<file path="config.mk">
export PLATFORM = sky130hd
export DESIGN_NAME = sorted_priority_queue_unit_flat
export DESIGN_NICKNAME = d
export VERILOG_FILES = /design/src/hdl/spq_pkg.sv /design/src/hdl/spq_if.sv /design/src/hdl/spq_cell.sv /design/src/hdl/sorted_priority_queue_unit.sv /design/src/flat_wrapper.sv
export VERILOG_INCLUDE_DIRS = /design/src /design/src/hdl
export SDC_FILE = /design/constraint.sdc
export NUM_CORES = 1
export LEC_CHECK = 0
export CAP_MARGIN = 20
export CORE_MARGIN = 3
export CORE_UTILIZATION = 55
export CTS_BUF_LIST = sky130_fd_sc_hd__clkbuf_16
export CTS_CLUSTER_SIZE = 12
export DETAILED_ROUTE_END_ITERATION = 10
export DONT_BUFFER_PORTS = 1
export PLACE_DENSITY = 0.8
export SYNTH_ARGS = -nofsm -noshare
export SYNTH_HDL_FRONTEND = slang
export SYNTH_SLANG_ARGS = --single-unit
export TNS_END_PERCENT = 50
</file>
<file path="constraint.sdc">
create_clock -name i_clk -period 5.4 [get_ports i_clk]
set_input_delay 0.81 -clock i_clk [delete_from_list [all_inputs] [get_ports i_clk]]
set_output_delay 0.81 -clock i_clk [all_outputs]
set_load 0.05 [all_outputs]
</file>
<file path="src/hdl/sorted_priority_queue_unit_defines.svh">
// ----------------------------------------------------------------------------
// Sorted priority queue assertion macros
// Shared property templates for the queue's concurrent checks.
// ----------------------------------------------------------------------------
`ifndef SORTED_PRIORITY_QUEUE_UNIT_DEFINES_SVH
`define SORTED_PRIORITY_QUEUE_UNIT_DEFINES_SVH

// same-cycle implication, disabled while reset is held
`define SPQ_ASSERT_IMP(lbl, clk, rst_n, ante, cons) \
    lbl: assert property (@(posedge clk) disable iff (!rst_n) (ante) |-> (cons)) \
        else $error("queue check failed");

// next-cycle implication, disabled while reset is held
`define SPQ_ASSERT_NXT(lbl, clk, rst_n, ante, cons) \
    lbl: assert property (@(posedge clk) disable iff (!rst_n) (ante) |=> (cons)) \
        else $error("queue check failed");

`endif

</file>
<file path="src/hdl/spq_pkg.sv">
// ----------------------------------------------------------------------------
// Sorted priority queue package
// Sizes, operation and status codes, and the types shared by the cell row.
// ----------------------------------------------------------------------------
`default_nettype none

package spq_pkg;

    localparam int QUEUE_DEPTH = 16;
    localparam int ID_BITS     = 8;
    localparam int PRIO_BITS   = 8;
    localparam int COUNT_BITS  = $clog2(QUEUE_DEPTH + 1);

    typedef enum logic [1:0] {
        MODE_INSERT = 2'd0,
        MODE_PEEK   = 2'd1,
        MODE_POP    = 2'd2,
        MODE_DELETE = 2'd3
    } t_spq_mode;

    typedef enum logic [1:0] {
        ST_OK        = 2'd0,
        ST_EMPTY     = 2'd1,
        ST_FULL      = 2'd2,
        ST_NOT_FOUND = 2'd3
    } t_spq_status;

    typedef struct packed {
        logic [ID_BITS-1:0]   id;
        logic [PRIO_BITS-1:0] prio;
    } t_spq_entry;

    // broadcast to every cell in the execute cycle
    typedef struct packed {
        logic                 insert;
        logic                 pop;
        logic                 delete_job;
        logic [ID_BITS-1:0]   key_id;
        logic [PRIO_BITS-1:0] key_prio;
    } t_spq_ctrl;

endpackage

`default_nettype wire

</file>
<file path="src/hdl/spq_if.sv">
// ----------------------------------------------------------------------------
// Sorted priority queue channels
// Valid/ready channels for request beats and result beats.
// ----------------------------------------------------------------------------
`default_nettype none

interface spq_req_if;
    import spq_pkg::*;

    logic                 valid;
    logic                 ready;
    logic [1:0]           mode;
    logic [ID_BITS-1:0]   job_id;
    logic [PRIO_BITS-1:0] priority_req;

    modport source (output valid, output mode, output job_id, output priority_req,
                    input ready);
    modport sink   (input valid, input mode, input job_id, input priority_req,
                    output ready);
endinterface

interface spq_rsp_if;
    import spq_pkg::*;

    logic                  valid;
    logic                  ready;
    logic [1:0]            status;
    logic [ID_BITS-1:0]    head_job;
    logic [PRIO_BITS-1:0]  head_priority;
    logic [COUNT_BITS-1:0] entry_count;
    logic                  queue_empty;

    modport source (output valid, output status, output head_job, output head_priority,
                    output entry_count, output queue_empty, input ready);
    modport sink   (input valid, input status, input head_job, input head_priority,
                    input entry_count, input queue_empty, output ready);
endinterface

`default_nettype wire

</file>
<file path="src/hdl/spq_cell.sv">
// ----------------------------------------------------------------------------
// Sorted priority queue cell
// Holds one entry; shifts right on insert, left on pop or delete.
// ----------------------------------------------------------------------------
`default_nettype none

module spq_cell (
    input  wire                  i_clk,
    input  wire                  i_en,
    input  spq_pkg::t_spq_ctrl   i_ctrl,
    input  wire                  i_occupied,
    input  wire                  i_left_le,
    input  spq_pkg::t_spq_entry  i_left,
    input  spq_pkg::t_spq_entry  i_right,
    input  wire                  i_seen,
    output logic                 o_le,
    output logic                 o_seen,
    output spq_pkg::t_spq_entry  o_entry
);
    import spq_pkg::*;

    t_spq_entry r_entry;
    t_spq_entry n_entry;
    logic       w_match;

    assign o_le    = i_occupied && (r_entry.prio <= i_ctrl.key_prio);
    assign w_match = i_occupied && (r_entry.id == i_ctrl.key_id);
    assign o_seen  = i_seen || w_match;
    assign o_entry = r_entry;

    always_comb begin
        n_entry = r_entry;
        if (i_ctrl.insert) begin
            // cells at or after the slot move right; the slot takes the new job
            if (!o_le) begin
                if (i_left_le) begin
                    n_entry.id   = i_ctrl.key_id;
                    n_entry.prio = i_ctrl.key_prio;
                end else begin
                    n_entry = i_left;
                end
            end
        end else if (i_ctrl.pop) begin
            n_entry = i_right;
        end else if (i_ctrl.delete_job) begin
            // close the gap from the first match onward
            if (o_seen) begin
                n_entry = i_right;
            end
        end
    end

    always_ff @(posedge i_clk) begin
        if (i_en) begin
            r_entry <= n_entry;
        end
    end

endmodule

`default_nettype wire

</file>
<file path="src/hdl/sorted_priority_queue_unit.sv">
// ----------------------------------------------------------------------------
// Sorted priority queue unit
// Sorted job list in a row of cells with insert, peek, pop and delete.
// ----------------------------------------------------------------------------
// Each request beat is latched at acceptance, then the whole cell row updates
// in the execute cycle, which also loads the result register. Request ready
// stays low from acceptance through the execute cycle, so a new beat is taken
// only once the previous one has executed. The row is a single shift chain, so
// the execute cycle holds while the result register still carries an
// unaccepted beat; one request can wait latched behind it, and ready stays low
// until that request executes. Entries are ordered by ascending priority, ties
// in arrival order; slot 0 is the head.
// ----------------------------------------------------------------------------
`default_nettype none

`include "sorted_priority_queue_unit_defines.svh"

module sorted_priority_queue_unit (
    input  wire      i_clk,
    input  wire      i_rst_n,
    spq_req_if.sink  i_req,
    spq_rsp_if.source o_rsp
);
    import spq_pkg::*;

    logic                  r_busy;
    logic                  n_busy;
    t_spq_mode             r_mode;
    logic [ID_BITS-1:0]    r_job_id;
    logic [PRIO_BITS-1:0]  r_prio;
    logic [COUNT_BITS-1:0] r_count;
    logic [COUNT_BITS-1:0] n_count;

    logic                  r_out_valid;
    logic                  n_out_valid;
    t_spq_status           r_status;
    t_spq_status           n_status;
    logic [ID_BITS-1:0]    r_head_job;
    logic [ID_BITS-1:0]    n_head_job;
    logic [PRIO_BITS-1:0]  r_head_prio;
    logic [PRIO_BITS-1:0]  n_head_prio;

    logic                  w_accept;
    logic                  w_exec;
    logic                  w_full;
    logic                  w_empty;
    t_spq_ctrl             w_ctrl;

    t_spq_entry            w_entry [QUEUE_DEPTH];
    logic                  w_le    [QUEUE_DEPTH];
    logic                  w_seen  [QUEUE_DEPTH];

    assign i_req.ready = !r_busy;
    assign w_accept    = i_req.valid && !r_busy;
    assign w_exec      = r_busy && (!r_out_valid || o_rsp.ready);
    assign w_full      = (r_count == COUNT_BITS'(QUEUE_DEPTH));
    assign w_empty     = (r_count == '0);

    always_comb begin
        w_ctrl.insert     = w_exec && (r_mode == MODE_INSERT) && !w_full;
        w_ctrl.pop        = w_exec && (r_mode == MODE_POP) && !w_empty;
        w_ctrl.delete_job = w_exec && (r_mode == MODE_DELETE);
        w_ctrl.key_id     = r_job_id;
        w_ctrl.key_prio   = r_prio;
    end

    for (genvar g = 0; g < QUEUE_DEPTH; g++) begin : g_cell
        logic       w_occ;
        logic       w_left_le;
        logic       w_seen_in;
        t_spq_entry w_left;
        t_spq_entry w_right;

        assign w_occ = (r_count > COUNT_BITS'(g));

        if (g == 0) begin : g_head
            assign w_left_le = 1'b1;
            assign w_seen_in = 1'b0;
            assign w_left    = '0;
        end else begin : g_body
            assign w_left_le = w_le[g-1];
            assign w_seen_in = w_seen[g-1];
            assign w_left    = w_entry[g-1];
        end

        if (g == QUEUE_DEPTH - 1) begin : g_tail
            assign w_right = '0;
        end else begin : g_mid
            assign w_right = w_entry[g+1];
        end

        spq_cell u_cell (
            .i_clk      (i_clk),
            .i_en       (w_exec),
            .i_ctrl     (w_ctrl),
            .i_occupied (w_occ),
            .i_left_le  (w_left_le),
            .i_left     (w_left),
            .i_right    (w_right),
            .i_seen     (w_seen_in),
            .o_le       (w_le[g]),
            .o_seen     (w_seen[g]),
            .o_entry    (w_entry[g])
        );
    end

    always_comb begin
        n_count     = r_count;
        n_status    = ST_OK;
        n_head_job  = '0;
        n_head_prio = '0;
        case (r_mode)
            MODE_INSERT: begin
                if (w_full) begin
                    n_status = ST_FULL;
                end else begin
                    n_count = r_count + COUNT_BITS'(1);
                end
            end
            MODE_PEEK, MODE_POP: begin
                if (w_empty) begin
                    n_status = ST_EMPTY;
                end else begin
                    n_head_job  = w_entry[0].id;
                    n_head_prio = w_entry[0].prio;
                    if (r_mode == MODE_POP) begin
                        n_count = r_count - COUNT_BITS'(1);
                    end
                end
            end
            MODE_DELETE: begin
                if (w_seen[QUEUE_DEPTH-1]) begin
                    n_count = r_count - COUNT_BITS'(1);
                end else begin
                    n_status = ST_NOT_FOUND;
                end
            end
            default: begin
                n_status = ST_OK;
            end
        endcase
    end

    always_comb begin
        n_busy = r_busy;
        if (w_accept) begin
            n_busy = 1'b1;
        end else if (w_exec) begin
            n_busy = 1'b0;
        end
        n_out_valid = r_out_valid;
        if (w_exec) begin
            n_out_valid = 1'b1;
        end else if (o_rsp.ready) begin
            n_out_valid = 1'b0;
        end
    end

    always_ff @(posedge i_clk) begin
        if (!i_rst_n) begin
            r_busy      <= 1'b0;
            r_out_valid <= 1'b0;
            r_count     <= '0;
        end else begin
            r_busy      <= n_busy;
            r_out_valid <= n_out_valid;
            if (w_exec) begin
                r_count <= n_count;
            end
        end
    end

    // request and result payload
    always_ff @(posedge i_clk) begin
        if (w_accept) begin
            r_mode   <= t_spq_mode'(i_req.mode);
            r_job_id <= i_req.job_id;
            r_prio   <= i_req.priority_req;
        end
        if (w_exec) begin
            r_status    <= n_status;
            r_head_job  <= n_head_job;
            r_head_prio <= n_head_prio;
        end
    end

    assign o_rsp.valid         = r_out_valid;
    assign o_rsp.status        = r_status;
    assign o_rsp.head_job      = r_head_job;
    assign o_rsp.head_priority = r_head_prio;
    assign o_rsp.entry_count   = r_count;
    assign o_rsp.queue_empty   = w_empty;

    `SPQ_ASSERT_IMP(a_count_bound, i_clk, i_rst_n, 1'b1, r_count <= COUNT_BITS'(QUEUE_DEPTH))
    `SPQ_ASSERT_IMP(a_head_sorted, i_clk, i_rst_n, r_count > COUNT_BITS'(1), w_entry[0].prio <= w_entry[1].prio)
    `SPQ_ASSERT_NXT(a_accept_busy, i_clk, i_rst_n, w_accept, r_busy && !i_req.ready)
    `SPQ_ASSERT_NXT(a_count_hold, i_clk, i_rst_n, !w_exec, $stable(r_count))

endmodule

`default_nettype wire
</file>
<file path="src/flat_wrapper.sv">
// flat-port wrapper written by rule: the top's interface ports become plain ports
module sorted_priority_queue_unit_flat import spq_pkg::*;
  (i_clk, i_rst_n, i_req_valid, i_req_mode, i_req_job_id, i_req_priority_req, i_req_ready, o_rsp_valid, o_rsp_status, o_rsp_head_job, o_rsp_head_priority, o_rsp_entry_count, o_rsp_queue_empty, o_rsp_ready);
  spq_req_if i_req_i ();
  spq_rsp_if o_rsp_i ();
  input  wire i_clk;
  input  wire i_rst_n;
  input wire logic [$bits(i_req_i.valid)-1:0] i_req_valid;
  input wire logic [$bits(i_req_i.mode)-1:0] i_req_mode;
  input wire logic [$bits(i_req_i.job_id)-1:0] i_req_job_id;
  input wire logic [$bits(i_req_i.priority_req)-1:0] i_req_priority_req;
  output wire logic [$bits(i_req_i.ready)-1:0] i_req_ready;
  output wire logic [$bits(o_rsp_i.valid)-1:0] o_rsp_valid;
  output wire logic [$bits(o_rsp_i.status)-1:0] o_rsp_status;
  output wire logic [$bits(o_rsp_i.head_job)-1:0] o_rsp_head_job;
  output wire logic [$bits(o_rsp_i.head_priority)-1:0] o_rsp_head_priority;
  output wire logic [$bits(o_rsp_i.entry_count)-1:0] o_rsp_entry_count;
  output wire logic [$bits(o_rsp_i.queue_empty)-1:0] o_rsp_queue_empty;
  input wire logic [$bits(o_rsp_i.ready)-1:0] o_rsp_ready;
  assign i_req_i.valid = i_req_valid;
  assign i_req_i.mode = i_req_mode;
  assign i_req_i.job_id = i_req_job_id;
  assign i_req_i.priority_req = i_req_priority_req;
  assign i_req_ready = i_req_i.ready;
  assign o_rsp_valid = o_rsp_i.valid;
  assign o_rsp_status = o_rsp_i.status;
  assign o_rsp_head_job = o_rsp_i.head_job;
  assign o_rsp_head_priority = o_rsp_i.head_priority;
  assign o_rsp_entry_count = o_rsp_i.entry_count;
  assign o_rsp_queue_empty = o_rsp_i.queue_empty;
  assign o_rsp_i.ready = o_rsp_ready;
  sorted_priority_queue_unit u_core (.i_clk(i_clk), .i_rst_n(i_rst_n), .i_req(i_req_i), .o_rsp(o_rsp_i));
endmodule
</file>
Word-level counts from Yosys, hierarchy flattened --
Index checks and enable logic that the tools add are counted.
Operators by class: shift-type cells 0, muxes and demuxes 108, multiply operators 0, equality and inequality tests 40, reduce and logical (&&, ||, !) cells 99, bitwise logic cells 1, order comparisons 32, divide/modulo/power cells 0, $add $sub $neg 2
Operators by type and width (count):
- $mux W16 | 95
- $eq A8 B8 Y1 | 16
- $le A8 B8 Y1 | 16
- $reduce_and A4 Y1 | 16
- $reduce_bool A3 Y1 | 17
- $gt A5 B4 Y1 const B | 8
- $logic_and A1 B1 Y1 | 39
- $ne A2 B2 Y1 const B | 19
- $gt A5 B3 Y1 const B | 4
- $mux W5 | 4
- $logic_or A1 B1 Y1 | 16
- $pmux W5 S3 | 1
- $gt A5 B1 Y1 const B | 2
- $gt A5 B2 Y1 const B | 2
- $pmux W2 S3 | 1
- $add A5 B1 Y5 const B | 1
- $eq A5 B5 Y1 const B | 1
- $logic_not A5 Y1 | 1
- $mux W1 | 5
- $reduce_and A5 Y1 | 1
- $sub A5 B1 Y5 const B | 1
- $eq A2 B2 Y1 const B | 2
- $logic_not A1 Y1 | 4
- $mux W2 | 2
- 6 further kinds | 8
Storage, ports and cells: input bits 22, bits in writable memories 0, bits in read-only memories 0, output and inout bits 26, bits in latches 0, bits in registers 299, logic and storage cells 323, memories 0

Longest topological paths before layout --
word-level depth 21, depth in mapped cells 13, gate-level depth less buffers 10

By module --
Synthesis repeated with hierarchy kept, for this count alone.
Second synthesis, totals: cells, all modules 1998, area, all modules 20325.7 sq um
Modules (own cells, without submodules):
- spq_cell | cells an instance 115, area each 1148.6 sq um, instances 16
- sorted_priority_queue_unit | cells an instance 158, area each 1948.1 sq um, instances 1

Worst setup path before layout --
No wires, ideal clock.
kind flip-flop to flip-flop, start register u_core.r_prio[1], end register u_core.g_cell[5].u_cell.r_entry (netlist bit u_core.g_cell[5].u_cell.o_entry[0]), enable pin, stages on the path, launching flop included 12, setup slack 1.154 ns, setup time 0.417 ns, data required time 4.983 ns, arrival 3.829 ns, period minus slack after synthesis 4.246 ns, cell sequence edfxtp_1 clkbuf_1 inv_1 ha_1 nor2b_1 o21a_1 o21a_1 o21ai_0 a31oi_1 nor2_1 clkbuf_1 a221oi_1
On the way: longest elaborated chain between the ends 4
RTL lines:
- start: declaration | RTL line sorted_priority_queue_unit.sv:30 | logic [PRIO_BITS-1:0] r_prio;
- start signal: assignment | RTL line sorted_priority_queue_unit.sv:178 | r_prio <= i_req.priority_req;
- $le A8 B8 Y1 | RTL line spq_cell.sv:26 | assign o_le = i_occupied && (r_entry.prio <= i_ctrl.key_prio);
- $logic_and A1 B1 Y1 | RTL line spq_cell.sv:26
- $ne A2 B2 Y1 (no source line)
- $reduce_and A4 Y1 (no source line)
- end signal: assignment | RTL line spq_cell.sv:55 | r_entry <= n_entry;
- end: declaration | RTL line spq_cell.sv:22 | t_spq_entry r_entry;
Every way passes these cells. A chain may end at the register's enable or synchronous reset.

==> reports/metrics.yaml <==
flow_run:
  maxCapViolations: 0
logic_synthesis:
  synth_compound_area_share_pct: 16.0
  synthMuxAreaShare_pct: 8.25
  async_flop_share_pct: 0
  seq_area_frac_synth_pct: 45.3
  avgSynthCellArea_um2: 10.2
  synth_edf_count: 292
  ys.flop_type: "edfxtp_1"
  synthSimpleGateAreaFrac_pct: 11.1
  synthAdderAreaFrac_pct: 8.84
  synth_top_family_by_area: "compound AO/OA/AOI/OAI gates"
  synthCells: 1930
  synth-seq-cells: 299
  ys_types: 66
  synth_xor_area_share_pct: 5.79
  synth_nets: 2091
  ys_warn_count: 0
  synth_area_um2: 19700
timing:
  period_share_pct: 81.1
  worst_hold_slack_ns: 0.379
  period_needed_ns: 4.38
  fin_skew_ns: 0.0171
  slew_viol_final: 0
  fmax_mhz: 228
  worst_pin_slew_ns: 1.11
  relSlewSlack_pct: 25.8
  fin_tns_setup_ns: 0
  finalSetupViolations: 0
  grt_setup_unrepaired: "false"
  hold_viol_final: 0
clock_tree:
  cts_resized: 0
  cts_tree: "yes"
  post_cts_buffers: 0
  clock-sinks: 299
  htreeDepth: 2
  clkSlewWorstSetupHoldPaths_ns: 0.06
  clk_latency_ns: 0.52
  cts-root-buf: "clkbuf_16"
  cts_buffer_depth: 3
  cts_buffers: 34
  holdBufCountCts: 0
drt:
  route.detailed.drc: 0
  routed_wirelength_um: 54300
  drtIter0Drc: 1951
  wl_per_cell_um: 22.9
  vias: 15600
  ant_nets: 0
  vias_per_cell: 6.57
  dr.pass1.iters: 6
final_layout:
  drive_above_1_share_pct: 8.67
  final_nets: 2053
  synthToLayoutAreaGrowth_pct: 7.28
  fin_area_um2: 21100
  final_util_pct: 60.5
min_path:
  min_to: "u_core.r_prio[4]"
  min_from: "i_req_priority_req[4]"
  hold_depth: 0
  min_path_type: "in -> reg"
worst_setup_path:
  max_stage_delay_ns: 0.87
  rr_endpoint: "u_core.g_cell[11].u_cell.o_entry[14]"
  critical_path_required_ns: 5.65
  end_kind: "flip-flop"
  worstPathCellList: "inv_1, ha_1, a21o_1, a21o_1, a21oi_1, o21ai_0, a22oi_2, buf_4, mux2i_1, o21ai_0"
  reg2reg_slack_ns: 1.02
  crit_path_top_delay_cell: "a22oi_2"
  crit_type: "reg -> reg"
  critPathLaunchType: "flip-flop"
  cp_max_fo: 17
  cp_data_arrival_time_ns: 4.63
  ff2ff_path_depth: 10
  r2r-start: "u_core.r_prio[5]"
power:
  vdd_ir_drop_max_mv: 0.310
  powerDensity_nw_per_um2: 268
  p_leak_nw: 7.81
outcome:
  outcome: "finished, final reports clean"
die:
  io_pins: 48
  die_w_um: 195
  floorplan.initialDensity_pct: 56.4
  die_area_um2: 38100
  rows: 68
  die_h_um: 195
  coreArea_um2: 34900
place:
  hpwl_um: 37400
  placedInstanceArea_um2: 20100
  io_buffers: 0
  place_congestion: 0.895
grt:
  grt_use_total_pct: 27.6
  grt_max_degree: 122
  grt_overflow_total: 0
  grt_pass1_wl_um: 84800
  first_global_vias: 15100
  antenna_found_initial: 2
## kinds of logic after synthesis
logic type,after synthesis
buffers and inverters,180
DFF,299
adders and majority gates,139
AOI/OAI and AO/OA,555
and+or+nand+nor,465
muxes,162
xor gates and xnor gates,130
## stage by stage
stage	std cells	total power [mW]	setup slack [ns]
6_report	2371	5.65	1.02
5_1_grt	2371	5.84	0.872
4_1_cts	2369	5.66	1.18
3_5_place_dp	2311	3.57	1.21
3_3_place_gp	2310	3.53	1.16
2_1_floorplan	1930	3.33	1.15
## power by group
part / switching, mW / internal (mW)
Combinational: 0.556 / 0.311
Clock: 0.942 / 1.17
Sequential: 0.0984 / 2.58
Total: 1.60 / 4.06
## final cells by class
| class | instances | area [um^2] |
|---|---|---|
| fillers | 2776 | 13800 |
| multi-input cells | 1451 | 9950 |
| flip-flops and latches | 299 | 8910 |
| clock buffers | 35 | 876 |
| well taps | 455 | 569 |
| repair buffers | 65 | 526 |
| inverters | 41 | 154 |
| clock inverters | 23 | 104 |
| diodes | 2 | 5.00 |
## worst max-delay path by stage
stage	startpoint	to	cells after the start
6_report	u_core.r_prio[5]	u_core.g_cell[11].u_cell.o_entry[14]	10
5_1_grt	u_core.r_prio[5]	u_core.g_cell[11].u_cell.o_entry[8]	10
4_1_cts	u_core.r_prio[5]	u_core.g_cell[11].u_cell.o_entry[8]	10
2_1_floorplan	u_core.r_prio[1]	u_core.g_cell[5].u_cell.o_entry[0]	11
3_3_place_gp	u_core.o_rsp.entry_count[1]	u_core.g_cell[10].u_cell.o_entry[3]	10
3_5_place_dp	u_core.r_prio[5]	u_core.g_cell[11].u_cell.o_entry[8]	10
## registers in the layout, indices dropped and copies added (netlist names)
name	cells
u_core.g_cell.u_cell.o_entry	256
u_core.o_rsp.head_job	8
u_core.o_rsp.head_priority	8
u_core.r_job_id	8
u_core.r_prio	8
u_core.o_rsp.entry_count	5
u_core.o_rsp.status	2
u_core.r_mode	2
u_core.o_rsp.valid	1
u_core.r_busy	1
## worst max-delay path: cells and delay by family, from the launching register on
kind                       cells  cell delay (ns)
AOI/OAI and AO/OA              6             1.62
buffers and inverters          2             0.96
DFF                            1             0.81
adders and majority gates      1             0.51
muxes                          1             0.19
## routing by layer
layer / track usage, % / up-vias / share of wire, % / wire (um)
met3: 4.30 / 172 / 9.5 / 5140
met2: 44.1 / 938 / 46 / 25200
li1: - / 6989 / - / -
met5: 0 / - / 0 / 0
met4: 12.1 / 0 / 4.3 / 2360
met1: 37.6 / 7489 / 40 / 21600
## cells in the mapped netlist (5+ instances only)
cell	number	share of area (%)
a211oi_1	10	0.38
a21o_1	28	1.1
a21oi_1	216	5.5
a21oi_2	6	0.27
a221oi_1	5	0.22
a22oi_1	7	0.27
a31oi_1	10	0.32
and2_1	18	0.57
buf_2	61	1.6
buf_6	20	1.1
clkbuf_1	53	1.0
dfxtp_1	7	0.71
edfxtp_1	292	45
ha_1	139	8.8
inv_1	41	0.78
mux2i_1	161	8.2
nand2_1	157	3.0
nand2b_1	7	0.22
nand3_1	27	0.69
nand4_1	32	1.0
nor2_1	144	2.7
nor2b_1	17	0.54
nor3_1	16	0.41
nor4_1	12	0.38
o21a_1	18	0.69
o21ai_0	225	5.7
or2_2	6	0.19
xnor2_1	69	3.1
xor2_1	61	2.7
## cells in the final DEF (no fill, tap or decap), types with 61 or more instances in the layout
cell      count
buf_4        62
mux2i_1     161
xor2_1       61
xnor2_1      69
edfxtp_1    292
nor2_1      144
nand2_1     156
o21ai_0     225
ha_1        139
a21oi_1     216
Note: power is estimated with default switching activity, not from simulation.
